$ cat config.mk
export PLATFORM = sky130hd
export DESIGN_NAME = first_substring_match_flat
export DESIGN_NICKNAME = d
export VERILOG_FILES = /design/src/sv/fss_pkg.sv /design/src/sv/fss_if.sv /design/src/sv/fss_cell.sv /design/src/sv/first_substring_match.sv /design/src/flat_wrapper.sv
export SDC_FILE = /design/constraint.sdc
export NUM_CORES = 1
export LEC_CHECK = 0
export BUFFER_PORTS_ARGS = -buffer_cell sky130_fd_sc_hd__buf_4
export CAP_MARGIN = 20
export CELL_PAD_IN_SITES_DETAIL_PLACEMENT = 1
export CELL_PAD_IN_SITES_GLOBAL_PLACEMENT = 2
export CORE_AREA = 2 2 294 296
export DETAILED_ROUTE_END_ITERATION = 6
export DIE_AREA = 0 0 296 298
export GPL_ROUTABILITY_DRIVEN = 1
export PLACE_DENSITY = 0.81
export RECOVER_POWER = 25
export SLEW_MARGIN = 20
export SYNTH_ARGS = -nofsm -noshare
export SYNTH_HDL_FRONTEND = slang
export SYNTH_SLANG_ARGS = --single-unit
$ cat constraint.sdc
create_clock -name clk -period 11.3 [get_ports clk]
set_input_delay 2.26 -clock clk [delete_from_list [all_inputs] [get_ports clk]]
set_output_delay 2.26 -clock clk [all_outputs]
set_load 0.1 [all_outputs]
$ cat src/sv/fss_pkg.sv
// ----------------------------------------------------------------------------
// fss_pkg: shared definitions for the first substring match block
// Sizes, command codes, the case folding function and the cell control type.
// ----------------------------------------------------------------------------
package fss_pkg;

  localparam int PATTERN_MAX = 64;
  localparam int TEXT_MAX    = 4096;

  localparam int LEN_W = $clog2(PATTERN_MAX + 1);
  localparam int TI_W  = $clog2(TEXT_MAX);
  localparam int CMP_W = (LEN_W > TI_W) ? LEN_W : TI_W;
  localparam int POS_W = 13;

  localparam logic CMD_PATTERN = 1'b0;
  localparam logic CMD_TEXT    = 1'b1;

  typedef struct packed {
    logic       step;
    logic       clear;
    logic       fold_case;
    logic [7:0] ch_raw;
    logic [7:0] text_f;
  } fss_cell_ctrl_t;

  function automatic logic [7:0] fold_byte(input logic en, input logic [7:0] c);
    logic [7:0] r;
    r = c;
    if (en && (c inside {[8'h41:8'h5A]})) begin
      r = c + 8'h20;
    end
    return r;
  endfunction

endpackage

$ cat src/sv/fss_if.sv
// ----------------------------------------------------------------------------
// fss_if: item channels of the first substring match block
// Input item, result item and configuration write channels.
// ----------------------------------------------------------------------------
interface fss_in_if;
  logic       valid;
  logic       ready;
  logic       cmd;
  logic [7:0] ch;
  logic       last;
  logic       empty_req;

  modport source (output valid, output cmd, output ch, output last, output empty_req,
                  input ready);
  modport sink   (input valid, input cmd, input ch, input last, input empty_req,
                  output ready);
endinterface

interface fss_out_if;
  logic                             valid;
  logic                             ready;
  logic signed [fss_pkg::POS_W-1:0] position;
  logic                             found;

  modport source (output valid, output position, output found, input ready);
  modport sink   (input valid, input position, input found, output ready);
endinterface

interface fss_cfg_if;
  logic valid;
  logic ready;
  logic fold_case;

  modport source (output valid, output fold_case, input ready);
  modport sink   (input valid, input fold_case, output ready);
endinterface

$ cat src/sv/fss_cell.sv
// ----------------------------------------------------------------------------
// fss_cell: one pattern position of the match chain
// Holds one pattern byte and one partial match bit, fed by its left neighbor.
// ----------------------------------------------------------------------------
module fss_cell (
  input  logic                    clk,
  input  logic                    rst_n,
  input  fss_pkg::fss_cell_ctrl_t ctrl,
  input  logic                    load,
  input  logic                    active,
  input  logic                    prev_bit,
  output logic                    bit_q,
  output logic                    bit_nxt
);

  logic [7:0] pat_r;
  logic       bit_r;
  logic       eq;

  assign eq      = (fss_pkg::fold_byte(ctrl.fold_case, pat_r) == ctrl.text_f);
  assign bit_nxt = prev_bit & active & eq;
  assign bit_q   = bit_r;

  always_ff @(posedge clk) begin
    if (load) begin
      pat_r <= ctrl.ch_raw;
    end
  end

  always_ff @(posedge clk) begin
    if (!rst_n) begin
      bit_r <= 1'b0;
    end else if (ctrl.clear) begin
      bit_r <= 1'b0;
    end else if (ctrl.step) begin
      bit_r <= bit_nxt;
    end
  end

endmodule

$ cat src/sv/first_substring_match.sv
// ----------------------------------------------------------------------------
// first_substring_match: streaming first occurrence substring search
// A result appears in the output register in the cycle after its last
// text item is accepted. Throughput: one item per cycle, set by the cell
// chain update, unless an unread result stalls input. Reset is synchronous
// and clears job state; fold_case resets to 1. Pattern bytes have no reset.
// ----------------------------------------------------------------------------
module first_substring_match (
  input  logic      clk,
  input  logic      rst_n,
  fss_in_if.sink    in_if,
  fss_out_if.source out_if,
  fss_cfg_if.sink   cfg_if
);

  localparam int PM = fss_pkg::PATTERN_MAX;

  logic                        fold_case_r;
  logic [fss_pkg::LEN_W-1:0]   len_r;
  logic [fss_pkg::TI_W-1:0]    ti_r;
  logic                        found_r;
  logic [fss_pkg::TI_W-1:0]    start_r;
  logic                        out_valid_r;
  logic [fss_pkg::POS_W-1:0]   out_pos_r;
  logic                        out_found_r;

  logic                        acc;
  logic                        pat_load;
  logic                        step;
  logic                        emit;
  logic                        hit;
  logic [fss_pkg::LEN_W-1:0]   top;
  logic [fss_pkg::CMP_W-1:0]   ti_ext;
  logic [fss_pkg::CMP_W-1:0]   top_ext;
  logic [fss_pkg::TI_W-1:0]    start_now;
  logic                        found_cur;
  logic [fss_pkg::TI_W-1:0]    start_cur;
  logic [fss_pkg::POS_W-1:0]   pos_nxt;
  logic [PM-1:0]               bits_q;
  logic [PM-1:0]               bits_nxt;
  logic [PM-1:0]               is_top;
  fss_pkg::fss_cell_ctrl_t     ctrl;

  assign in_if.ready     = !out_valid_r || out_if.ready;
  assign cfg_if.ready    = 1'b1;
  assign out_if.valid    = out_valid_r;
  assign out_if.position = out_pos_r;
  assign out_if.found    = out_found_r;

  assign acc      = in_if.valid && in_if.ready;
  assign pat_load = acc && (in_if.cmd == fss_pkg::CMD_PATTERN) && !in_if.empty_req
                    && (len_r < fss_pkg::LEN_W'(PM));
  assign step     = acc && (in_if.cmd == fss_pkg::CMD_TEXT) && !in_if.empty_req;
  assign emit     = acc && (in_if.cmd == fss_pkg::CMD_TEXT) && in_if.last;

  assign ctrl.step      = step;
  assign ctrl.clear     = emit;
  assign ctrl.fold_case = fold_case_r;
  assign ctrl.ch_raw    = in_if.ch;
  assign ctrl.text_f    = fss_pkg::fold_byte(fold_case_r, in_if.ch);

  for (genvar j = 0; j < PM; j++) begin : g_cell
    logic prev;
    if (j == 0) begin : g_first
      assign prev = 1'b1;
    end else begin : g_rest
      assign prev = bits_q[j-1];
    end
    assign is_top[j] = (len_r == fss_pkg::LEN_W'(j + 1));
    fss_cell u_cell (
      .clk      (clk),
      .rst_n    (rst_n),
      .ctrl     (ctrl),
      .load     (pat_load && (len_r == fss_pkg::LEN_W'(j))),
      .active   (len_r > fss_pkg::LEN_W'(j)),
      .prev_bit (prev),
      .bit_q    (bits_q[j]),
      .bit_nxt  (bits_nxt[j])
    );
  end

  assign hit       = step && !found_r && (|(bits_nxt & is_top));
  assign top       = len_r - fss_pkg::LEN_W'(1);
  assign ti_ext    = fss_pkg::CMP_W'(ti_r);
  assign top_ext   = fss_pkg::CMP_W'(top);
  assign start_now = (ti_ext >= top_ext) ? fss_pkg::TI_W'(ti_ext - top_ext)
                                         : '0;
  assign found_cur = found_r || hit;
  assign start_cur = hit ? start_now : start_r;

  always_comb begin
    if (len_r == '0) begin
      pos_nxt = '0;
    end else if (found_cur) begin
      pos_nxt = fss_pkg::POS_W'(start_cur);
    end else begin
      pos_nxt = '1;
    end
  end

  always_ff @(posedge clk) begin
    if (!rst_n) begin
      fold_case_r <= 1'b1;
    end else if (cfg_if.valid && cfg_if.ready) begin
      fold_case_r <= cfg_if.fold_case;
    end
  end

  always_ff @(posedge clk) begin
    if (!rst_n) begin
      len_r   <= '0;
      ti_r    <= '0;
      found_r <= 1'b0;
      start_r <= '0;
    end else if (emit) begin
      len_r   <= '0;
      ti_r    <= '0;
      found_r <= 1'b0;
      start_r <= '0;
    end else begin
      if (pat_load) begin
        len_r <= len_r + fss_pkg::LEN_W'(1);
      end
      if (step && (ti_r < fss_pkg::TI_W'(fss_pkg::TEXT_MAX - 1))) begin
        ti_r <= ti_r + fss_pkg::TI_W'(1);
      end
      found_r <= found_cur;
      start_r <= start_cur;
    end
  end

  always_ff @(posedge clk) begin
    if (!rst_n) begin
      out_valid_r <= 1'b0;
    end else if (emit) begin
      out_valid_r <= 1'b1;
    end else if (out_if.ready) begin
      out_valid_r <= 1'b0;
    end
  end

  always_ff @(posedge clk) begin
    if (emit) begin
      out_pos_r   <= pos_nxt;
      out_found_r <= (len_r == '0) || found_cur;
    end
  end

endmodule
$ cat src/flat_wrapper.sv
// flat-port wrapper written by rule: the top's interface ports become plain ports
module first_substring_match_flat 
  (clk, rst_n, in_if_valid, in_if_cmd, in_if_ch, in_if_last, in_if_empty_req, in_if_ready, out_if_valid, out_if_position, out_if_found, out_if_ready, cfg_if_valid, cfg_if_fold_case, cfg_if_ready);
  fss_in_if in_if_i ();
  fss_out_if out_if_i ();
  fss_cfg_if cfg_if_i ();
  input  logic clk;
  input  logic rst_n;
  input wire logic [$bits(in_if_i.valid)-1:0] in_if_valid;
  input wire logic [$bits(in_if_i.cmd)-1:0] in_if_cmd;
  input wire logic [$bits(in_if_i.ch)-1:0] in_if_ch;
  input wire logic [$bits(in_if_i.last)-1:0] in_if_last;
  input wire logic [$bits(in_if_i.empty_req)-1:0] in_if_empty_req;
  output wire logic [$bits(in_if_i.ready)-1:0] in_if_ready;
  output wire logic [$bits(out_if_i.valid)-1:0] out_if_valid;
  output wire logic [$bits(out_if_i.position)-1:0] out_if_position;
  output wire logic [$bits(out_if_i.found)-1:0] out_if_found;
  input wire logic [$bits(out_if_i.ready)-1:0] out_if_ready;
  input wire logic [$bits(cfg_if_i.valid)-1:0] cfg_if_valid;
  input wire logic [$bits(cfg_if_i.fold_case)-1:0] cfg_if_fold_case;
  output wire logic [$bits(cfg_if_i.ready)-1:0] cfg_if_ready;
  assign in_if_i.valid = in_if_valid;
  assign in_if_i.cmd = in_if_cmd;
  assign in_if_i.ch = in_if_ch;
  assign in_if_i.last = in_if_last;
  assign in_if_i.empty_req = in_if_empty_req;
  assign in_if_ready = in_if_i.ready;
  assign out_if_valid = out_if_i.valid;
  assign out_if_position = out_if_i.position;
  assign out_if_found = out_if_i.found;
  assign out_if_i.ready = out_if_ready;
  assign cfg_if_i.valid = cfg_if_valid;
  assign cfg_if_i.fold_case = cfg_if_fold_case;
  assign cfg_if_ready = cfg_if_i.ready;
  first_substring_match u_core (.clk(clk), .rst_n(rst_n), .in_if(in_if_i), .out_if(out_if_i), .cfg_if(cfg_if_i));
endmodule
### Yosys cells after proc, flatten, opt, wreduce, memory -nomap -nowiden

Cells that the tools add are included.

| operators by class | value |
|---|---|
| $add $sub $neg | 69 |
| order comparisons | 197 |
| equality and inequality tests | 128 |
| muxes and demuxes | 70 |
| bitwise gates (word level) | 130 |
| reduce and logical (&&, ||, !) cells | 214 |

Operators by type and width:

| kind | number |
|---|---|
| adder 8 x 6 -> 8 bit, second input constant | 65 |
| greater-or-equal comparator 8 x 7 -> 1 bit, second input constant | 65 |
| <= comparator 8 x 7 -> 1 bit, second input constant | 65 |
| 2-to-1 mux 8 bit | 65 |
| equality test 8 bit | 64 |
| equality test 7 x 6 -> 1 bit, second input constant | 32 |
| > comparator 7 x 6 -> 1 bit, second input constant | 32 |
| logical AND 1 bit | 204 |
| bitwise AND 1 bit | 127 |
| equality test 7 x 5 -> 1 bit, second input constant | 16 |
| > comparator 7 x 5 -> 1 bit, second input constant | 16 |
| bitwise AND 64 bit | 1 |
| OR reduction 64 bit | 1 |
| equality test 7 x 4 -> 1 bit, second input constant | 8 |
| > comparator 7 x 4 -> 1 bit, second input constant | 8 |
| equality test 7 x 3 -> 1 bit, second input constant | 4 |
| > comparator 7 x 3 -> 1 bit, second input constant | 4 |
| 2-to-1 mux 12 bit | 2 |
| equality test 7 x 2 -> 1 bit, second input constant | 2 |
| > comparator 7 x 1 -> 1 bit, second input constant | 2 |
| > comparator 7 x 2 -> 1 bit, second input constant | 2 |
| 2-to-1 mux 13 bit | 1 |
| adder 12 x 1 -> 12 bit, second input constant | 1 |
| greater-or-equal comparator 12 x 7 -> 1 bit | 1 |
| 14 further kinds | 20 |

| storage, ports and cells | value |
|---|---|
| register bits after elaboration | 623 |
| output and inout port bits | 17 |
| word-level logic and storage cells | 943 |

### Logic depth before layout (Yosys ltp)

Gate-level depths: netlist of run 1.

| depth | value |
|---|---|
| depth in word-level cells | 11 |
| mapped depth | 16 |
| mapped depth without buffers | 14 |

### Hierarchy

Synthesis of run 1 repeated with hierarchy kept, for this count alone.

| unflattened totals | value |
|---|---|
| cells, all modules | 3087 |
| area, all modules | 36612.6 um^2 |

Modules (own cells, without submodules):

| module | instances | cells each | area each (um^2) |
|---|---|---|---|
| fss_cell | 64 | 38 | 500.5 |
| first_substring_match | 1 | 655 | 4581.9 |

### Least setup slack after synthesis of run 1

No wires, ideal clock.

| timing path | value |
|---|---|
| path type | input port to flip-flop |
| start point | input out_if_ready |
| end point | register u_core.g_cell[63].u_cell.pat_r[0] (enable) |
| library setup time | 0.398 ns |
| data arrival time | 5.114 ns |
| required time | 10.902 ns |
| slack | 5.788 ns |
| cell stages on the path | 5 |
| cell sequence | nand2b_1 > nand2_1 > nor4_1 > nand2_1 > nor4_1 |

| on the way | value |
|---|---|
| longest elaborated chain between the ends | 6 |

RTL lines:

| element | RTL line | text |
|---|---|---|
| start: declaration | flat_wrapper.sv:18 | `input wire logic [$bits(out_if_i.ready)-1:0] out_if_ready;` |
| logical OR 1 bit | first_substring_match.sv:44 | `assign in_if.ready = !out_valid_r \|\| out_if.ready;` |
| logical AND 1 bit | first_substring_match.sv:50 | `assign acc = in_if.valid && in_if.ready;` |
| logical AND 1 bit (2 in series) | first_substring_match.sv:51 | `assign pat_load = acc && (in_if.cmd == fss_pkg::CMD_PATTERN) && !in_if.empty_req` |
| logical AND 1 bit | first_substring_match.sv:52 | `&& (len_r < fss_pkg::LEN_W'(PM));` |
| logical AND 1 bit | first_substring_match.sv:74 | `.load (pat_load && (len_r == fss_pkg::LEN_W'(j))),` |
| via u_core.g_cell[63].u_cell.load | fss_cell.sv:9 | `input logic load,` |
| end signal: assignment | fss_cell.sv:26 | `pat_r <= ctrl.ch_raw;` |
| end: declaration | fss_cell.sv:16 | `logic [7:0] pat_r;` |

The timed path passes the listed nets, and every way through them passes these cells.
A chain may end at the register's enable or synchronous reset.

### Worst setup path after layout of run 1

| timing path | value |
|---|---|
| start point | input in_if_ch[2] |
| end point | register u_core.out_pos_r, in the netlist u_core.out_if.position[11], data pin |

| on the way | value |
|---|---|
| longest elaborated chain between the ends | 11 |
| elaborated cells on any way between the ends | 140 |

RTL lines:

| element | RTL line | text |
|---|---|---|
| start: declaration | flat_wrapper.sv:11 | `input wire logic [$bits(in_if_i.ch)-1:0] in_if_ch;` |
| greater-or-equal comparator 8 x 7 -> 1 bit or <= comparator 8 x 7 -> 1 bit (tied branches) | fss_pkg.sv:29 | `if (en && (c inside {[8'h41:8'h5A]})) begin` |
| logical AND 1 bit (2 in series) | fss_pkg.sv:29 |  |
| 2-to-1 mux 8 bit (*) | fss_pkg.sv:29 |  |
| equality test 8 bit | fss_cell.sv:20 | `assign eq = (fss_pkg::fold_byte(ctrl.fold_case, pat_r) == ctrl.text_f);` |
| bitwise AND 1 bit | fss_cell.sv:21 | `assign bit_nxt = prev_bit & active & eq;` |
| bitwise AND 64 bit (*) | first_substring_match.sv:82 | `assign hit = step && !found_r && (\|(bits_nxt & is_top));` |
| OR reduction 64 bit (*) | first_substring_match.sv:82 |  |
| logical AND 1 bit (*) | first_substring_match.sv:82 |  |
| 2-to-1 mux 12 bit or logical OR 1 bit (tied branches) | first_substring_match.sv:89, first_substring_match.sv:88 |  |
| 2-to-1 mux 13 bit (*) | first_substring_match.sv:94 | `end else if (found_cur) begin` |
| end signal: assignment | first_substring_match.sv:144 | `out_pos_r <= pos_nxt;` |
| end: declaration | first_substring_match.sv:24 | `logic [fss_pkg::POS_W-1:0] out_pos_r;` |

Mark *: on every way between the ends. The rest lies on a longest branch, timed or not.

==> results of run 1 <==
worst paths after layout:
check,cells past startpoint,startpoint,end
hold / removal,2,u_core.g_cell[40].u_cell.bit_q$_SDFFE_PP0P_,u_core.g_cell[40].u_cell.bit_q$_SDFFE_PP0P_
hold reg to reg,2,u_core.g_cell[40].u_cell.bit_q$_SDFFE_PP0P_,u_core.g_cell[40].u_cell.bit_q$_SDFFE_PP0P_
setup / recovery,13,in_if_ch[2],u_core.out_if.position[11]$_SDFFCE_PP0P_
setup reg to reg,14,u_core.len_r[1]$_SDFFE_PP0P_,u_core.out_if.position[11]$_SDFFCE_PP0P_
Yosys cell counts (all sizes together) (5+ instances only):
cell / instances
inv: 129
a31oi: 75
o22ai: 7
a41oi: 38
dfxtp: 97
or4: 71
a31o: 5
xor2: 184
and2: 11
nand4: 144
nand3: 105
or3: 28
ha: 77
nor4b: 7
clkbuf: 51
o21bai: 13
o21a: 38
nor4: 48
nor2: 233
o31ai: 15
nand2b: 15
a21oi: 141
buf: 84
nor2b: 12
xnor2: 338
or2: 11
nand4b: 5
o32ai: 6
o21ai: 50
o2111ai: 7
a2111oi: 8
mux2i: 17
o41ai: 28
a21o: 39
nor3: 103
nand3b: 8
o221ai: 15
nor3b: 45
a211oi: 5
a21boi: 8
edfxtp: 526
nand2: 182
nor4bb: 5
per-layer routing:
| layer | wire (um) | share of wire |
|---|---|---|
| met5 | 18 | 0.00016 |
| met4 | 4290 | 0.037 |
| met3 | 7260 | 0.063 |
| met2 | 56100 | 0.48 |
| met1 | 48400 | 0.42 |
final cells by class:
class | count | area share
antenna | 1 | 0.0000662
clock buffer | 96 | 0.0531
clock inverter | 41 | 0.0148
inverter | 129 | 0.0128
multi-input combinational | 2194 | 0.397
sequential | 623 | 0.469
tap | 1144 | 0.0379
timing repair buffer | 82 | 0.0152
sequential cells by signal (all words and copies together), names as in the netlist:
register                    cells
u_core.g_cell.u_cell.pat_r    512
u_core.len_r                    7
u_core.found_r                  1
u_core.start_r                 12
u_core.ti_ext                  12
u_core.out_if.valid             1
u_core.fold_case_r              1
u_core.g_cell.u_cell.bit_q     63
u_core.out_if.found             1
u_core.out_if.position         13
metrics by stage:
step                      setup WS (ns)  cell area, um^2  hold slack [ns]  utilization
after floorplan                    5.79            33800            0.428            -
after global placement             3.86            35300            0.438        0.415
after detailed placement           3.76            35300            0.446        0.415
after CTS                          4.39            37800            0.454        0.446
after global routing               2.05            37800            0.472        0.445
final                              2.41            37800            0.454        0.445
report_power, final:
| part | switching (uW) | internal, uW | total [uW] |
|---|---|---|---|
| clock | 987 | 1530 | 2520 |
| sequential | 3.06 | 2490 | 2500 |
| combinational | 251 | 96.8 | 347 |
tightest hold or removal path, stage by stage, from the launching register on:
cell,delay [ns]
dfxtp_1,0.31
nand2_1,0.05
a21oi_1,0.05
cell families after synthesis:
| family | count (synthesis) |
|---|---|
| AOI/OAI and AO/OA | 525 |
| adders and majority gates | 78 |
| buffers and inverters | 264 |
| other | 1 |
| and+or+nand+nor | 1051 |
| DFF | 623 |
| muxes | 17 |
| xor gates and xnor gates | 522 |
cells in the final DEF (no fill, tap or decap), types with 45 or more instances in the layout:
| cell type | n |
|---|---|
| a31oi_1 | 75 |
| o21ai_0 | 49 |
| or4_1 | 69 |
| xor2_1 | 184 |
| dfxtp_1 | 95 |
| nand2_1 | 181 |
| nand3_1 | 105 |
| ha_1 | 77 |
| nor3_1 | 93 |
| inv_1 | 129 |
| clkbuf_16 | 75 |
| xnor2_1 | 338 |
| nor2_1 | 232 |
| a21oi_1 | 141 |
| nand4_1 | 144 |
| nor3b_1 | 45 |
| edfxtp_1 | 526 |
| buf_4 | 65 |
| nor4_1 | 46 |
==> results.json, run 1 <==
{
  "synth_warnings": 0,
  "hold_class": "register to register",
  "ant_nets": 0,
  "violations": "max-capacitance violations, max-slew violations",
  "fin_nets": 3199,
  "cp_cell_sequence": "clkbuf_1 -> a21oi_1 -> o22ai_1 -> or2_4 -> buf_4 -> o21ai_0 -> a32oi_1 -> nor3_1 -> a2111oi_0 -> o2111a_1 -> a311oi_4 -> buf_4 -> a21oi_1",
  "antenna_found_initial": 5,
  "rrSetupSlack_ns": 5.96,
  "yosys.area_share.simple": 0.164,
  "finalPower_uw": 5370,
  "synth-seq-cells": 623,
  "rsz0062_at_grt": "no",
  "synth_top_family_by_area": "simple AND/OR/NAND/NOR gates",
  "dr.pass1.iters": 5,
  "worstMarginPinSlew_ns": 3.36,
  "hold_viol": 0,
  "area_growth_pct": 11.7,
  "portBuffers": 32,
  "vias": 26000,
  "cts_inserted_buffers": 74,
  "synth_top_area_cell": "edfxtp_1",
  "grt.busiest_layer": "met2",
  "syn_nets": 3176,
  "max_freq_mhz": 112,
  "drt_iter0_drc": 2150,
  "routed_wl_mm": 116,
  "start_util": 0.399,
  "yosysSeqAreaShare": 0.524,
  "path_max_fanout": 41,
  "cts_hold_buf": 0,
  "p_leak_uw": 0.0120,
  "tns_ns": 0,
  "use_met1": 0.336,
  "cp.required_ns": 11.77,
  "maxSlewHeadroom": -1.24,
  "viasPerCell": 6.03,
  "min_period_ns": 8.89,
  "rows": 107,
  "crit_path_end_kind": "register",
  "clk_latency_ns": 0.64,
  "status": "finished, violations left",
  "drive_gt1_frac": 0.0708,
  "synth.cell_area_um2": 33800,
  "powerDensity_nw_per_um2": 142,
  "synthAdderAreaFrac": 0.0291,
  "setup_violations": 0,
  "clockBufferDepth": 3,
  "cpPeakStageDelay_ns": 2.32,
  "overflow": 0,
  "fin_skew_ns": 0.0225,
  "drv_slew": 430,
  "grt_first_pass_wirelength_mm": 173,
  "startpoint_type": "input pin",
  "synthMuxAreaShare": 0.00503,
  "post_layout_nonfiller_instances": 4310,
  "synthCells": 3081,
  "grt_max_degree": 80,
  "drv_cap": 13,
  "gr-usage-met3": 0.0420,
  "critPathArrivalTime_ns": 9.37,
  "fp.dieArea_um2": 88200,
  "crit_slowest_cell": "clkbuf_1",
  "drc_errors": 0,
  "pin_count": 34,
  "post_cts_resized": 0,
  "cts_sinks": 623,
  "die_w_um": 296,
  "multiInputGateArea_um2": 15000,
  "dp_hpwl_mm": 78.3,
  "crit_family": "buffers and inverters",
  "clkTransAtPathRegs_ns": 0.06,
  "synth-main-ff-cell": "edfxtp_1",
  "fp.coreArea_um2": 84900,
  "dieHeight_um": 298,
  "ir_worst_vdd_mv": 0.108,
  "regArea_um2": 17700,
  "cts_root_buffer": "clkbuf_16",
  "critPathBufInv": 3,
  "cts_setup_buffers": 0,
  "gp_congestion": 0.905,
  "synth_top_area_share": 0.467,
  "yosys.area_share.xor_xnor": 0.135,
  "synth_area_leaders": "edfxtp_1 (47%), xnor2_1 (8.7%), dfxtp_1 (5.7%), xor2_1 (4.8%), ha_1 (2.8%)",
  "gr-usage-met2": 0.440,
  "grt_use_total": 0.261,
  "fillCellCount": 9179,
  "dp.cells": 4172,
  "cts_tree": "built",
  "synth_area_per_cell_um2": 11.0,
  "ys_async_sr_fraction": 0,
  "h-tree-depth": 3,
  "ys_types": 85,
  "grt_pass1_vias": 27300,
  "finalCritPeriodShare": 0.787,
  "crit_type": "input pin to register",
  "synth_edf_count": 526,
  "synth-compound-area-share": 0.107,
  "routedWlPerCell_um": 26.9
}
(Power assumes the default switching activity.)
==> run 2: changes to the inputs <==
clock period = 8.55 ns   (was 11.3 ns; I/O delays follow)
==> results.json, run 2 (same netlist as run 1, synthesis figures left out) <==
{
  "tns_ns": 0,
  "rsz0062_at_grt": "no",
  "gp_congestion": 0.898,
  "finalPower_uw": 6970,
  "drt_iter0_drc": 2070,
  "start_util": 0.399,
  "min_period_ns": 7.12,
  "drv_slew": 211,
  "cts_sinks": 623,
  "h-tree-depth": 3,
  "cp.required_ns": 9.02,
  "cts_inserted_buffers": 72,
  "ir_worst_vdd_mv": 0.209,
  "fp.coreArea_um2": 84900,
  "grt_use_total": 0.260,
  "worstMarginPinSlew_ns": 2.23,
  "clockBufferDepth": 3,
  "grt_pass1_vias": 27300,
  "grt_first_pass_wirelength_mm": 172,
  "dpl_worst_slack_ns": 1.75,
  "grt_max_degree": 80,
  "critPathArrivalTime_ns": 7.59,
  "viasPerCell": 6.01,
  "final_cell_mix": "edfxtp_1 (526), xnor2_1 (338), nor2_1 (231)",
  "die_w_um": 296,
  "cts_root_buffer": "clkbuf_16",
  "vias": 25900,
  "post_cts_resized": 0,
  "routed_wl_mm": 116,
  "cts_hold_buf": 0,
  "dp_hpwl_mm": 79.2,
  "dp.cells": 4176,
  "utilization": 0.445,
  "overflow": 0,
  "path_max_fanout": 29,
  "mostFrequentLayoutCell": "edfxtp_1",
  "powerDensity_nw_per_um2": 184,
  "setup_violations": 0,
  "setup_ws_ns": 1.43,
  "area_growth_pct": 11.7,
  "rows": 107,
  "fin_skew_ns": 0.0256,
  "crit_type": "input pin to register",
  "p_leak_uw": 0.0121,
  "hold_class": "register to register",
  "drc_errors": 0,
  "violations": "max-capacitance violations, max-slew violations",
  "portBuffers": 32,
  "clk_latency_ns": 0.63,
  "maxSlewHeadroom": -0.485,
  "regMostFlops": "u_core.g_cell.u_cell.pat_r",
  "ant_nets": 0,
  "drive_gt1_frac": 0.0745,
  "dieHeight_um": 298,
  "fin_nets": 3202,
  "cts_tree": "built",
  "finalCritPeriodShare": 0.833,
  "drv_cap": 8,
  "max_freq_mhz": 140,
  "dr.pass1.iters": 5,
  "crit_path_end_kind": "register",
  "clkTransAtPathRegs_ns": 0.06,
  "status": "finished, violations left",
  "startpoint_type": "input pin",
  "routedWlPerCell_um": 26.9,
  "fp.dieArea_um2": 88200,
  "cts_setup_buffers": 0,
  "hold_viol": 0,
  "pin_count": 34,
  "post_layout_nonfiller_instances": 4311,
  "antenna_found_initial": 0,
  "diodes": 0,
  "largest_reg_flops": 512,
  "rrSetupSlack_ns": 3.00
}
==> run 2: cell count changes in the layout (fill, tap and decap cells not counted), moves of 2 or more <==
cell	previous run	this run
clkbuf_1	30	23
buf_6	0	6
clkbuf_8	5	10
clkinv_2	7	12
clkinvlp_4	7	2
buf_12	1	5
bufinv_16	12	8
clkbuf_16	75	73
clkinv_8	4	2
inv_6	1	3
==> run 2: routing by layer <==
| metal | vias up | global-route usage | wire [um] |
|---|---|---|---|
| li1 | 11600 | - | - |
| met1 | 13300 | 0.334 | 48600 |
| met2 | 827 | 0.435 | 55600 |
| met3 | 230 | 0.0401 | 6640 |
| met4 | 0 | 0.112 | 5020 |
| met5 | - | 0 | 0 |
==> run 2: per-stage QoR <==
step,hold slack [ns],instance area (um^2)
CTS,0.456,37800
global route,0.475,37800
global placement,0.438,35300
floorplan,0.428,33800
finish,0.457,37800
detailed placement,0.446,35400
==> run 2: layout make-up <==
type | count | area, um^2
Clock buffer | 97 | 2020
Clock inverter | 37 | 428
Fill cell | 9103 | 47100
Inverter | 129 | 484
Multi-Input combinational cell | 2194 | 15000
Sequential cell | 623 | 17700
Tap cell | 1144 | 1430
Timing Repair Buffer | 87 | 702
==> run 2: final timing paths <==
| kind | cells after the start | startpoint | to |
|---|---|---|---|
| worst max register to register | 12 | u_core.len_r[0]$_SDFFE_PP0P_ | u_core.out_if.position[6]$_SDFFCE_PP0P_ |
| worst max-delay path | 13 | in_if_ch[7] | u_core.out_if.position[6]$_SDFFCE_PP0P_ |
| worst min register to register | 2 | u_core.g_cell[39].u_cell.bit_q$_SDFFE_PP0P_ | u_core.g_cell[39].u_cell.bit_q$_SDFFE_PP0P_ |
| worst min-delay path | 2 | u_core.g_cell[39].u_cell.bit_q$_SDFFE_PP0P_ | u_core.g_cell[39].u_cell.bit_q$_SDFFE_PP0P_ |
==> run 2: worst max-delay path, cell delays in order <==
cell,delay (ns)
clkbuf_1,1.42
and3b_1,0.31
o22ai_1,0.42
or2_4,0.65
buf_4,0.39
xnor2_1,0.11
nand4_1,0.21
o22ai_1,0.24
a2111oi_0,0.95
o2111a_1,0.43
a311oi_4,0.24
buf_6,0.25
a21oi_1,0.16
==> run 2: where the power goes <==
group / internal, uW / total, uW / switching (uW)
Combinational: 133 / 460 / 327
Clock: 1910 / 3200 / 1300
Sequential: 3290 / 3300 / 7.19
Total: 5340 / 6970 / 1630
